File: src/design/udepq_pkg.sv
// shared types and codes for the double-ended priority queue
// no dependencies; used by every module in this folder
`default_nettype none

package udepq_pkg;

  localparam int DATA_W = 32;
  localparam int OCC_W  = 7;

  localparam logic [1:0] OP_INSERT = 2'd0;
  localparam logic [1:0] OP_MAX    = 2'd1;
  localparam logic [1:0] OP_MIN    = 2'd2;

  localparam logic [1:0] STAT_OK    = 2'd0;
  localparam logic [1:0] STAT_EMPTY = 2'd1;
  localparam logic [1:0] STAT_FULL  = 2'd2;

  typedef struct packed {
    logic                     valid;
    logic signed [DATA_W-1:0] data;
  } cell_t;

  typedef struct packed {
    logic load;
    logic shift;
    logic insert;
    logic want_max;
  } scan_ctrl_t;

endpackage

`default_nettype wire

File: src/design/udepq_cell.sv
// one storage cell of the rotating ring: a value and its occupied bit
// depends on udepq_pkg
`default_nettype none

module udepq_cell (
  input  wire logic            clk,
  input  wire logic            rst,
  input  wire logic            shift,
  input  wire udepq_pkg::cell_t din,
  output udepq_pkg::cell_t     dout
);

  logic                                valid;
  logic signed [udepq_pkg::DATA_W-1:0] data;

  always_ff @(posedge clk) begin
    if (rst) begin
      valid <= 1'b0;
    end else if (shift) begin
      valid <= din.valid;
    end
  end

  always_ff @(posedge clk) begin
    if (shift) begin
      data <= din.data;
    end
  end

  assign dout.valid = valid;
  assign dout.data  = data;

endmodule

`default_nettype wire

File: src/design/udepq_head.sv
// head of the ring: holds the carried value, swaps it with passing
// cells on extract, fills the first free cell on insert; uses udepq_pkg
`default_nettype none

module udepq_head (
  input  wire logic                                clk,
  input  wire logic                                rst,
  input  wire udepq_pkg::scan_ctrl_t               ctrl,
  input  wire logic signed [udepq_pkg::DATA_W-1:0] value,
  input  wire udepq_pkg::cell_t                    ring_in,
  output udepq_pkg::cell_t                         ring_out,
  output logic                                     held_valid,
  output logic signed [udepq_pkg::DATA_W-1:0]      held_data
);

  logic                                held_valid_next;
  logic signed [udepq_pkg::DATA_W-1:0] held_data_next;
  logic                                better;

  assign better = ctrl.want_max ? (ring_in.data > held_data) : (ring_in.data < held_data);

  always_comb begin
    ring_out        = ring_in;
    held_valid_next = held_valid;
    held_data_next  = held_data;
    if (ctrl.insert) begin
      // drop the carried value into the first free cell
      if (held_valid && !ring_in.valid) begin
        ring_out.valid  = 1'b1;
        ring_out.data   = held_data;
        held_valid_next = 1'b0;
      end
    end else if (ring_in.valid) begin
      if (!held_valid) begin
        ring_out.valid  = 1'b0;
        held_valid_next = 1'b1;
        held_data_next  = ring_in.data;
      end else if (better) begin
        ring_out.data  = held_data;
        held_data_next = ring_in.data;
      end
    end
  end

  always_ff @(posedge clk) begin
    if (rst) begin
      held_valid <= 1'b0;
    end else if (ctrl.load) begin
      held_valid <= ctrl.insert;
    end else if (ctrl.shift) begin
      held_valid <= held_valid_next;
    end
  end

  always_ff @(posedge clk) begin
    if (ctrl.load) begin
      held_data <= value;
    end else if (ctrl.shift) begin
      held_data <= held_data_next;
    end
  end

endmodule

`default_nettype wire

File: src/design/unsorted_double_ended_priority_queue_unit.sv
// double-ended priority queue: unsorted ring of DEPTH cells with a head swap unit
// insert and extract run S_IDLE, S_SCAN for one full ring rotation, then S_DONE, and the result is registered;
// full insert, empty extract and unused codes are answered straight from S_IDLE into the output register
// a new operation is taken only in S_IDLE, once the previous one is done and the output can accept it
// reset: synchronous; empties the queue, clears all cell occupied bits
// depends on udepq_pkg, udepq_cell, udepq_head
`default_nettype none

module unsorted_double_ended_priority_queue_unit #(
  parameter int DEPTH = 64
) (
  input  wire logic        clk,
  input  wire logic        rst,
  input  wire logic        s_tvalid,
  output logic             s_tready,
  input  wire logic [31:0] s_tdata,   // value[31:0]
  input  wire logic [1:0]  s_tuser,   // operation[1:0]
  output logic             m_tvalid,
  input  wire logic        m_tready,
  output logic [39:0]      m_tdata,   // result_value[31:0], occupancy[38:32], zero[39]
  output logic [1:0]       m_tuser    // status[1:0]
);

  localparam int CNT_W = $clog2(DEPTH + 1);
  localparam int POS_W = (DEPTH > 1) ? $clog2(DEPTH) : 1;

  typedef enum logic [2:0] {
    S_IDLE = 3'b001,
    S_SCAN = 3'b010,
    S_DONE = 3'b100
  } state_t;

  state_t                              state, state_next;
  logic [CNT_W-1:0]                    count;
  logic [POS_W-1:0]                    pos;
  logic                                is_insert;
  logic                                want_max;
  logic                                accept;
  logic                                out_free;
  logic                                load_out;
  logic signed [udepq_pkg::DATA_W-1:0] out_value;
  logic [1:0]                          out_status;
  logic [udepq_pkg::OCC_W-1:0]         out_occ;
  logic                                res_load;
  logic signed [udepq_pkg::DATA_W-1:0] res_value;
  logic [1:0]                          res_status;
  logic [CNT_W-1:0]                    res_count;
  logic                                start_scan;
  logic                                full;
  logic                                empty;
  logic                                held_valid;
  logic signed [udepq_pkg::DATA_W-1:0] held_data;
  udepq_pkg::scan_ctrl_t               ctrl;
  udepq_pkg::cell_t                    ring [DEPTH];
  udepq_pkg::cell_t                    head_out;
  logic [DEPTH-1:0]                    occ_map;

  assign out_free = !m_tvalid || m_tready;
  assign s_tready = (state == S_IDLE) && out_free;
  assign accept   = s_tvalid && s_tready;
  assign full     = (count == CNT_W'(DEPTH));
  assign empty    = (count == '0);

  always_comb begin
    start_scan = 1'b0;
    res_load   = 1'b0;
    res_value  = '0;
    res_status = udepq_pkg::STAT_OK;
    res_count  = count;
    state_next = state;
    unique case (state)
      S_IDLE: begin
        if (accept) begin
          unique case (s_tuser)
            udepq_pkg::OP_INSERT: begin
              if (full) begin
                res_load   = 1'b1;
                res_status = udepq_pkg::STAT_FULL;
              end else begin
                start_scan = 1'b1;
              end
            end
            udepq_pkg::OP_MAX, udepq_pkg::OP_MIN: begin
              if (empty) begin
                res_load   = 1'b1;
                res_status = udepq_pkg::STAT_EMPTY;
              end else begin
                start_scan = 1'b1;
              end
            end
            default: begin
              res_load = 1'b1;
            end
          endcase
          if (start_scan) begin
            state_next = S_SCAN;
          end
        end
      end
      S_SCAN: begin
        if (pos == POS_W'(DEPTH - 1)) begin
          state_next = S_DONE;
        end
      end
      S_DONE: begin
        if (out_free) begin
          res_load   = 1'b1;
          res_value  = is_insert ? '0 : held_data;
          res_count  = is_insert ? count + 1'b1 : count - 1'b1;
          state_next = S_IDLE;
        end
      end
      default: begin
        state_next = S_IDLE;
      end
    endcase
  end

  always_ff @(posedge clk) begin
    if (rst) begin
      state <= S_IDLE;
      count <= '0;
    end else begin
      state <= state_next;
      count <= res_count;
    end
  end

  always_ff @(posedge clk) begin
    if (start_scan) begin
      pos       <= '0;
      is_insert <= (s_tuser == udepq_pkg::OP_INSERT);
      want_max  <= (s_tuser == udepq_pkg::OP_MAX);
    end else if (state == S_SCAN) begin
      pos <= pos + 1'b1;
    end
  end

  assign load_out = res_load;

  always_ff @(posedge clk) begin
    if (rst) begin
      m_tvalid <= 1'b0;
    end else if (load_out) begin
      m_tvalid <= 1'b1;
    end else if (m_tready) begin
      m_tvalid <= 1'b0;
    end
  end

  always_ff @(posedge clk) begin
    if (load_out) begin
      out_value  <= res_value;
      out_status <= res_status;
      out_occ    <= udepq_pkg::OCC_W'(res_count);
    end
  end

  assign m_tdata = {1'b0, out_occ, out_value};
  assign m_tuser = out_status;

  assign ctrl.load     = start_scan;
  assign ctrl.shift    = (state == S_SCAN);
  assign ctrl.insert   = start_scan ? (s_tuser == udepq_pkg::OP_INSERT) : is_insert;
  assign ctrl.want_max = want_max;

  udepq_head u_head (
    .clk        (clk),
    .rst        (rst),
    .ctrl       (ctrl),
    .value      (s_tdata),
    .ring_in    (ring[0]),
    .ring_out   (head_out),
    .held_valid (held_valid),
    .held_data  (held_data)
  );

  for (genvar i = 0; i < DEPTH; i++) begin : g_cell
    if (i == DEPTH - 1) begin : g_tail
      udepq_cell u_cell (
        .clk   (clk),
        .rst   (rst),
        .shift (ctrl.shift),
        .din   (head_out),
        .dout  (ring[i])
      );
    end else begin : g_body
      udepq_cell u_cell (
        .clk   (clk),
        .rst   (rst),
        .shift (ctrl.shift),
        .din   (ring[i+1]),
        .dout  (ring[i])
      );
    end
    assign occ_map[i] = ring[i].valid;
  end

  a_count_bound: assert property (@(posedge clk) disable iff (rst)
    count <= CNT_W'(DEPTH))
    else $error("occupancy count beyond depth");

  a_map_matches: assert property (@(posedge clk) disable iff (rst)
    (state == S_IDLE) |-> ($countones(occ_map) == int'(count)))
    else $error("occupied cells disagree with count");

  a_extract_found: assert property (@(posedge clk) disable iff (rst)
    (state == S_DONE && !is_insert) |-> held_valid)
    else $error("extract pass found no entry");

  a_insert_placed: assert property (@(posedge clk) disable iff (rst)
    (state == S_DONE && is_insert) |-> !held_valid)
    else $error("insert pass found no free cell");

endmodule

`default_nettype wire

File: config.mk
export PLATFORM = sky130hd
export DESIGN_NAME = unsorted_double_ended_priority_queue_unit
export DESIGN_NICKNAME = d
export VERILOG_FILES = /design/src/design/udepq_pkg.sv /design/src/design/udepq_cell.sv /design/src/design/udepq_head.sv /design/src/design/unsorted_double_ended_priority_queue_unit.sv
export SDC_FILE = /design/constraint.sdc
export NUM_CORES = 1
export LEC_CHECK = 0
export BUFFER_PORTS_ARGS = -buffer_cell sky130_fd_sc_hd__buf_2
export CAP_MARGIN = 30
export CORE_ASPECT_RATIO = 1.5
export CORE_UTILIZATION = 55
export DETAILED_ROUTE_END_ITERATION = 6
export MAX_ROUTING_LAYER = met4
export PLACE_DENSITY_LB_ADDON = 0.12
export SYNTH_ARGS = -nofsm -noshare
export SYNTH_HDL_FRONTEND = slang
export SYNTH_SLANG_ARGS = --single-unit
File: constraint.sdc
create_clock -name clk -period 126 [get_ports clk]
set_input_delay 25.2 -clock clk [delete_from_list [all_inputs] [get_ports clk]]
set_output_delay 25.2 -clock clk [all_outputs]
set_load 0.02 [all_outputs]
==> results of run 1 <==
-- Yosys cell counts (4+ instances only) --
library cell | n | area share (%)
a211oi_1 | 4 | 0.044
a21o_1 | 5 | 0.054
a21oi_1 | 88 | 0.64
buf_1 | 4 | 0.022
clkbuf_1 | 34 | 0.19
dfxtp_1 | 83 | 2.4
edfxtp_1 | 2122 | 92
ha_1 | 41 | 0.74
inv_1 | 39 | 0.21
mux2_1 | 30 | 0.49
nand2_1 | 245 | 1.3
nand3_1 | 5 | 0.036
nand4_1 | 8 | 0.073
nor2_1 | 16 | 0.087
nor2b_1 | 9 | 0.082
nor3_1 | 35 | 0.25
o21ai_0 | 14 | 0.10
xnor2_1 | 6 | 0.076
xor2_1 | 4 | 0.051
-- cells in the final DEF, fill, tap and decap left out, drive strengths merged, types with 4 or more instances in the layout --
cell,count
o21ai,15
a21oi,88
clkinvlp,6
nand2,245
a21o,5
nor2,16
edfxtp,2122
nand4,8
xor2,4
clkinv,79
nor3,35
dfxtp,83
ha,41
nand3,5
mux2,33
buf,119
a211oi,4
nor2b,9
clkbuf,234
inv,46
bufinv,20
xnor2,6
-- layer usage --
layer	GRT usage, %	part of all wire [%]	up-vias
met2	19.86	43	497
li1	-	-	11640
met5	-	0	-
met1	24.45	50	13090
met4	5.223	2.4	0
met3	3.260	4.9	184
-- metrics by stage --
step / worst slack, ns / instance area [um2] / util [%]
after CTS: 74.86 / 77520 / 62.54
after detailed placement: 74.86 / 71510 / 57.69
after global placement: 74.90 / 71360 / 57.57
after global routing: 74.83 / 77730 / 62.71
final: 74.84 / 77730 / 62.71
after floorplan: 66.62 / 68900 / -
-- worst max path at each step --
stage	endpoint	depth (start not counted)	start
after detailed placement	s_tready	4	m_tready
after CTS	s_tready	4	m_tready
after global placement	s_tready	4	m_tready
after global routing	s_tready	4	m_tready
final	s_tready	4	m_tready
after floorplan	g_cell[0].g_body.u_cell.data[0]	5	state[0]
-- power groups by stage --
stage                     clock, mW  sequential [mW]  combinational, mW
after floorplan                   0            0.812            0.00484
after global placement            0            0.811            0.00801
after detailed placement          0            0.811            0.00861
after CTS                     0.583            0.795            0.00864
after global routing          0.609            0.793             0.0112
final                         0.563            0.794             0.0103
-- sequential cells by signal, summed over array words and instances (netlist names) --
name and flops:
u_head.held_valid 1, g_cell.g_body.u_cell.data 2016, out_value 32, m_tuser 2
pos 6, g_cell.g_tail.u_cell.valid 1, is_insert 1, state 3
count 7, out_occ 7, m_tvalid 1, g_cell.g_tail.u_cell.data 32
want_max 1, g_cell.g_body.u_cell.valid 63, u_head.held_data 32
-- kinds of logic after synthesis --
family / Yosys count / share of synthesized area, %
flip-flops: 2205 / 94.90
adder cells (fa/ha/maj): 42 / 0.7736
multiplexers: 33 / 0.5394
other: 1 / 0.005443
XOR/XNOR: 10 / 0.1271
AND/OR/NAND/NOR: 333 / 2.036
AO/OA/AOI/OAI: 132 / 1.128
buffers and inverters: 83 / 0.4903
-- area by class of cell --
cell class | count | area share, %
sequential | 2205 | 84.11
clock buffer | 234 | 6.329
multi-input combinational | 551 | 4.100
tap | 1600 | 2.575
clock inverter | 110 | 1.397
timing repair buffer | 119 | 1.275
inverter | 41 | 0.2076
antenna | 1 | 0.003219
==> reports/metrics.cfg, run 1 <==
[outcome]
status = completed

[cts]
cts_resized = 0
htreeDepth = 4
cts-root-buf = clkbuf_16
clock_latency_ns = 0.78
clockBufferDepth = 3
cts-buffers-inserted = 186
ctsHoldBuffers = 0
post_cts_buffers = 0
cts_sinks = 2205
clk_pin_slew_ns = 0.06
cts_tree = built

[die]
start_util_pct = 55.58
die-area_um2 = 126700
die_x_um = 291.0
rows = 158
die_h_um = 435.5
ios = 82
core_um2 = 124000

[power]
clockPowerShare_pct = 41.2
ir_drop_mv = 0.01742
combPwrFrac_pct = 0.8
p_sw_share_pct = 18.53
internal_power_mw = 1.114
powerDensity_nw_per_um2 = 17.59
seqPwrFrac_pct = 58.1
power.leakage_nw = 24.74
totalPowerFinal_mw = 1.368
power_switching_uw = 253.4

[setup_path]
worstSetupStartpointType = primary input
end_kind = output port
path_cells = buf_2, nand2b_1, and3_1, buf_2
r2r_setup_slack_ns = 119.43
critical_path.max_stage_delay_ns = 0.25
r2r-end = g_cell[22].g_body.u_cell.data[26]
critPathMaxFanout = 6
crit_path_frequent_cell = buf_2
r2r-start = state[0]
crit_required_ns = 100.80
crit_type = in -> out
critPathTopFamily = simple AND/OR/NAND/NOR gates
slowest_stage = nand2b_1
arrival_ns = 25.96
cp_num_buf_inv = 2
worstRegToRegCells = 12

[synth]
ys_ff_latch = 2205
syn_nets = 2919
synth_edf_count = 2122
synthArstFlopShare_pct = 0
synth.distinct_cells = 49
ys_seq_area_share_pct = 94.90
syn_area_um2 = 68900
netlist_instances = 2839
yosysWarnings = 0
synth_flop_cell = edfxtp_1
syn_area_per_cell_um2 = 24.27

[final_layout]
multi_input_area_um2 = 3187
nNetsFinal = 3184
drive_gt1_share_pct = 11.93
final_cells = 4861
fillCellCount = 8226
areaGrowthSynthToFinish_pct = 12.83
seqCellArea_um2 = 65380

[worst_hold_path]
hold_path_depth = 0
hold_class = reg -> reg
hold_end = g_cell[18].g_body.u_cell.data[21]
worstHoldStart = g_cell[19].g_body.u_cell.data[21]

[timing]
hold-worst-slack_ns = 0.4084
rsz0062_at_grt = no
hold_viol = 0
finalMaxSlewViolations = 0
setup_viol = 0
fin_crit_ns = 51.16
skew_ns = 0.01785
min_period_over_period_pct = 40.60
max_freq_ghz = 0.01955
fin_setup_tns_ns = 0
relSlewSlack_pct = 23.57
worst_pin_slew_ns = 1.146

[routing]
num_vias = 25400
dr.pass1.iters = 6
wl_per_cell_um = 18.79
drc = 0
ant_nets = 0
drt_iter0_markers = 2345
drt-total-wl_mm = 91.32
viasPerCell = 5.226

[place]
dp_hpwl_mm = 43.64
gp_congestion = 0.7701
dp_cells = 4508
portBuffers = 80

[grt]
grt_pass1_wl_mm = 147.3
grt_pass1_vias = 25300
grt_overflow_total = 0
grtUsageTotal_pct = 15.40
grt_start_max_net_pins = 208
antenna_found_initial = 2

[job]
maxCapViolations = 0

(Power assumes the default switching activity.)
==> run 2, diff against run 1 <==
clock period = 52.8 ns   (was 126 ns; I/O delays follow)
==> run 2 against run 1 <==
Net effect: setup slack lost 44 ns; cell count is essentially flat; largest cell class unchanged; sequential power grew 140%; die area is the same; count of clock-buffer cells in the layout grew 9; wire length grew 0.66%; worst hold slack is essentially flat; via count shrank 0.55%; sequential share of layout area is essentially flat; global-route usage grew 0.15 points; clock power grew 140%.
==> reports/metrics.cfg, run 2 (same netlist as run 1, synthesis figures left out) <==
[grt]
gr-usage-met3_pct = 3.479
grt_start_max_net_pins = 222
grt_pass1_vias = 25290
use_met1_pct = 24.43
top_usage_layer = met1
antenna_found_initial = 3
met2_usage_pct = 20.30
grt_overflow_total = 0
grt_pass1_wl_mm = 148.4
grtUsageTotal_pct = 15.55

[die]
start_util_pct = 55.58
die_x_um = 291.0
rows = 158
die_h_um = 435.5
ios = 82
die-area_um2 = 126700
core_um2 = 124000

[final_layout]
drive_gt1_share_pct = 12.38
final_cell_mix = edfxtp_1, nand2_1, clkbuf_16, a21oi_1, dfxtp_1
largest_register_ffs = 2016
nNetsFinal = 3185
reg_top3 = g_cell.g_body.u_cell.data: 2016 flops, g_cell.g_body.u_cell.valid: 63 flops
fillCellCount = 8182
final_cells = 4859
final_common_cell = edfxtp_1
areaGrowthSynthToFinish_pct = 12.84
max_flop_register = g_cell.g_body.u_cell.data

[place]
dp_hpwl_mm = 43.73
gp_congestion = 0.7850
portBuffers = 80
dp_cells = 4511

[routing]
ant_nets = 0
drt_iter0_markers = 2079
wl_per_cell_um = 18.92
drt-total-wl_mm = 91.93
num_vias = 25260
viasPerCell = 5.199
drc = 0
dr.pass1.iters = 5

[timing]
worst_pin_slew_ns = 1.170
finalMaxSlewViolations = 0
max_freq_ghz = 0.04571
relSlewSlack_pct = 21.97
rsz0062_at_grt = no
fin_crit_ns = 21.88
hold-worst-slack_ns = 0.4080
setup_viol = 0
fin_setup_tns_ns = 0
hold_viol = 0
min_period_over_period_pct = 41.43
skew_ns = 0.03074

[power]
totalPowerFinal_mw = 3.262
power.leakage_nw = 24.78
powerDensity_nw_per_um2 = 41.96
ir_drop_mv = 0.03517

[cts]
ctsHoldBuffers = 0
htreeDepth = 4
post_cts_buffers = 0
clock_latency_ns = 0.79
cts_tree = built
cts-root-buf = clkbuf_16
cts_resized = 0
cts-buffers-inserted = 187
cts_sinks = 2205
clockBufferDepth = 3
clk_pin_slew_ns = 0.06

[setup_path]
crit_required_ns = 42.24
crit_type = in -> out
arrival_ns = 11.32
worstSetupStartpointType = primary input
end_kind = output port
critPathMaxFanout = 6

[worst_hold_path]
hold_class = reg -> reg

[job]
maxCapViolations = 0

[outcome]
status = completed

## run 2: changes by cell type in the layout (fill, tap and decap cells not counted), sizes merged
cell / change
inv: +2
clkbuf: +9
bufinv: -6
clkinvlp: -1
clkinv: -8
diode: +2
## run 2: per-stage QoR
stage,cell area [um2],util [%],setup WS [ns]
final,77740,62.72,30.92
after global routing,77740,62.72,30.88
after CTS,77590,62.60,30.93
after detailed placement,71570,57.74,30.96
after global placement,71360,57.57,30.98
after floorplan,68900,-,24.61
## run 2: critical path, stage by stage
cell and delay [ns]:
buf_2 0.10, nand2b_1 0.25, and3_1 0.24, buf_2 0.16
## run 2: power breakdown
| group | switching (mW) | internal (mW) |
|---|---|---|
| sequential | 0.00242 | 1.89 |
| clock | 0.584 | 0.759 |
| combinational | 0.0178 | 0.00669 |
| total | 0.605 | 2.66 |
## run 2: final timing paths
| check | depth (start not counted) | endpoint | start | slack (ns) |
|---|---|---|---|---|
| setup reg to reg | 10 | g_cell[51].g_body.u_cell.data[6] | state[0] | 47.41 |
| setup / recovery | 4 | s_tready | m_tready | 30.92 |
| hold reg to reg | 0 | g_cell[15].g_body.u_cell.data[15] | g_cell[16].g_body.u_cell.data[15] | 0.41 |
| hold / removal | 0 | g_cell[15].g_body.u_cell.data[15] | g_cell[16].g_body.u_cell.data[15] | 0.41 |
## run 2: metal layers
metal | up-vias | routed length [um]
met4 | 0 | 2067
met3 | 165 | 4743
met1 | 12960 | 45220
met5 | - | 0
li1 | 11610 | -
met2 | 524 | 39900
## run 2: layout make-up
type / instances / area, um2 / share of cell area (%)
flip-flops and latches: 2205 / 65380 / 84.11
clock buffers: 243 / 5165 / 6.644
multi-input cells: 551 / 3187 / 4.099
well taps: 1600 / 2002 / 2.575
repair buffers: 119 / 970.9 / 1.249
clock inverters: 97 / 862.1 / 1.109
inverters: 41 / 161.4 / 0.2076
diodes: 3 / 7.507 / 0.009657
==> run 3, diff against run 2 <==
clock period = 18.4 ns   (was 52.8 ns; I/O delays follow)
==> run 3 against run 2 <==
Net effect: setup slack got worse by 21 ns; die area unchanged; worst hold slack gained 0.00077 ns; critical path type unchanged; largest power group unchanged.
==> reports/metrics.cfg, run 3 (same netlist as run 1, synthesis figures left out) <==
[timing]
max_freq_ghz = 0.1238
finalMaxSlewViolations = 0
setup_viol = 0
relSlewSlack_pct = 26.16
hold_viol = 0
worst_pin_slew_ns = 1.108
min_period_over_period_pct = 43.90
fin_setup_tns_ns = 0
skew_ns = 0.02061
fin_crit_ns = 8.078
rsz0062_at_grt = no

[final_layout]
final_cells = 4855
nNetsFinal = 3180
drive_gt1_share_pct = 12.15
final_common_cell = edfxtp_1
final_cell_mix = edfxtp_1, nand2_1, clkbuf_16, a21oi_1, dfxtp_1
max_flop_register = g_cell.g_body.u_cell.data
post-route-util_pct = 62.63
largest_register_ffs = 2016
areaGrowthSynthToFinish_pct = 12.67
reg_top3 = g_cell.g_body.u_cell.data: 2016 flops, g_cell.g_body.u_cell.valid: 63 flops

[grt]
grtUsageTotal_pct = 15.59
grt_pass1_vias = 25480
grt_start_max_net_pins = 192
grt_overflow_total = 0
antenna_found_initial = 2
grt_pass1_wl_mm = 149.3

[worst_hold_path]
hold_path_depth = 0
hold_class = reg -> reg

[setup_path]
crit_required_ns = 14.72
crit_type = in -> out
arrival_ns = 4.40
worstSetupStartpointType = primary input
critPathMaxFanout = 6
worstRegToRegCells = 8
end_kind = output port
r2r_setup_slack_ns = 13.11

[die]
core_um2 = 124000
die_x_um = 291.0
start_util_pct = 55.58
die-area_um2 = 126700
die_h_um = 435.5
ios = 82
rows = 158

[job]
maxCapViolations = 0

[cts]
cts_sinks = 2205
ctsHoldBuffers = 0
clk_pin_slew_ns = 0.07
clockBufferDepth = 3
clock_latency_ns = 0.79
cts-buffers-inserted = 186
cts-root-buf = clkbuf_16
cts_resized = 0
htreeDepth = 4
cts_tree = built
post_cts_buffers = 0

[place]
dp_cells = 4507
dp_hpwl_mm = 43.51
portBuffers = 80
gp_congestion = 0.7968

[routing]
drc = 0
drt-total-wl_mm = 91.88
ant_nets = 0
drt_iter0_markers = 2380
viasPerCell = 5.229
dr.pass1.iters = 5
wl_per_cell_um = 18.92
num_vias = 25390

[power]
ir_drop_mv = 0.09517
powerDensity_nw_per_um2 = 120.8
power.leakage_nw = 24.71

[outcome]
status = completed

-- run 3: cell type report --
| type | count | area (um2) |
|---|---|---|
| Timing Repair Buffer | 115 | 855.8 |
| Tap cell | 1600 | 2002 |
| Multi-Input combinational cell | 551 | 3187 |
| Clock inverter | 108 | 1055 |
| Inverter | 41 | 161.4 |
| Fill cell | 8186 | 46330 |
| Antenna cell | 3 | 7.507 |
| Sequential cell | 2205 | 65380 |
| Clock buffer | 232 | 4974 |
-- run 3: worst paths after layout --
kind	start	to
worst max-delay path	m_tready	s_tready
worst min-delay path	g_cell[6].g_body.u_cell.data[24]	g_cell[5].g_body.u_cell.data[24]
worst max register to register	state[0]	g_cell[49].g_body.u_cell.data[27]
worst min register to register	g_cell[6].g_body.u_cell.data[24]	g_cell[5].g_body.u_cell.data[24]
-- run 3: where the power goes --
group / internal, mW / total, mW / switching, mW
Clock: 2.19 / 3.87 / 1.69
Combinational: 0.0175 / 0.0583 / 0.0408
Sequential: 5.43 / 5.45 / 0.0165
-- run 3: routing by layer --
layer | up-vias | routed length (um) | track usage, %
met5 | - | 0 | -
met4 | 0 | 2340 | 5.718
met3 | 180 | 4476 | 3.392
met2 | 530 | 39170 | 19.98
met1 | 13050 | 45890 | 24.61
li1 | 11620 | - | -
-- run 3: metrics by stage --
stage | setup slack (ns) | instance area, um2 | total power, mW | hold slack [ns]
6_report | 10.32 | 77630 | 9.379 | 0.4088
5_1_grt | 10.29 | 77620 | 9.696 | 0.4140
4_1_cts | 10.33 | 77500 | 9.516 | 0.4027
3_5_place_dp | 10.33 | 71470 | 5.613 | 0.4045
3_3_place_gp | 10.35 | 71370 | 5.610 | 0.4049
2_1_floorplan | 2.248 | 68900 | 5.585 | 0.4003
-- run 3: critical path, cell delays in order --
cell	delay, ns
buf_2	0.09
nand2b_1	0.24
and3_1	0.23
buf_2	0.16
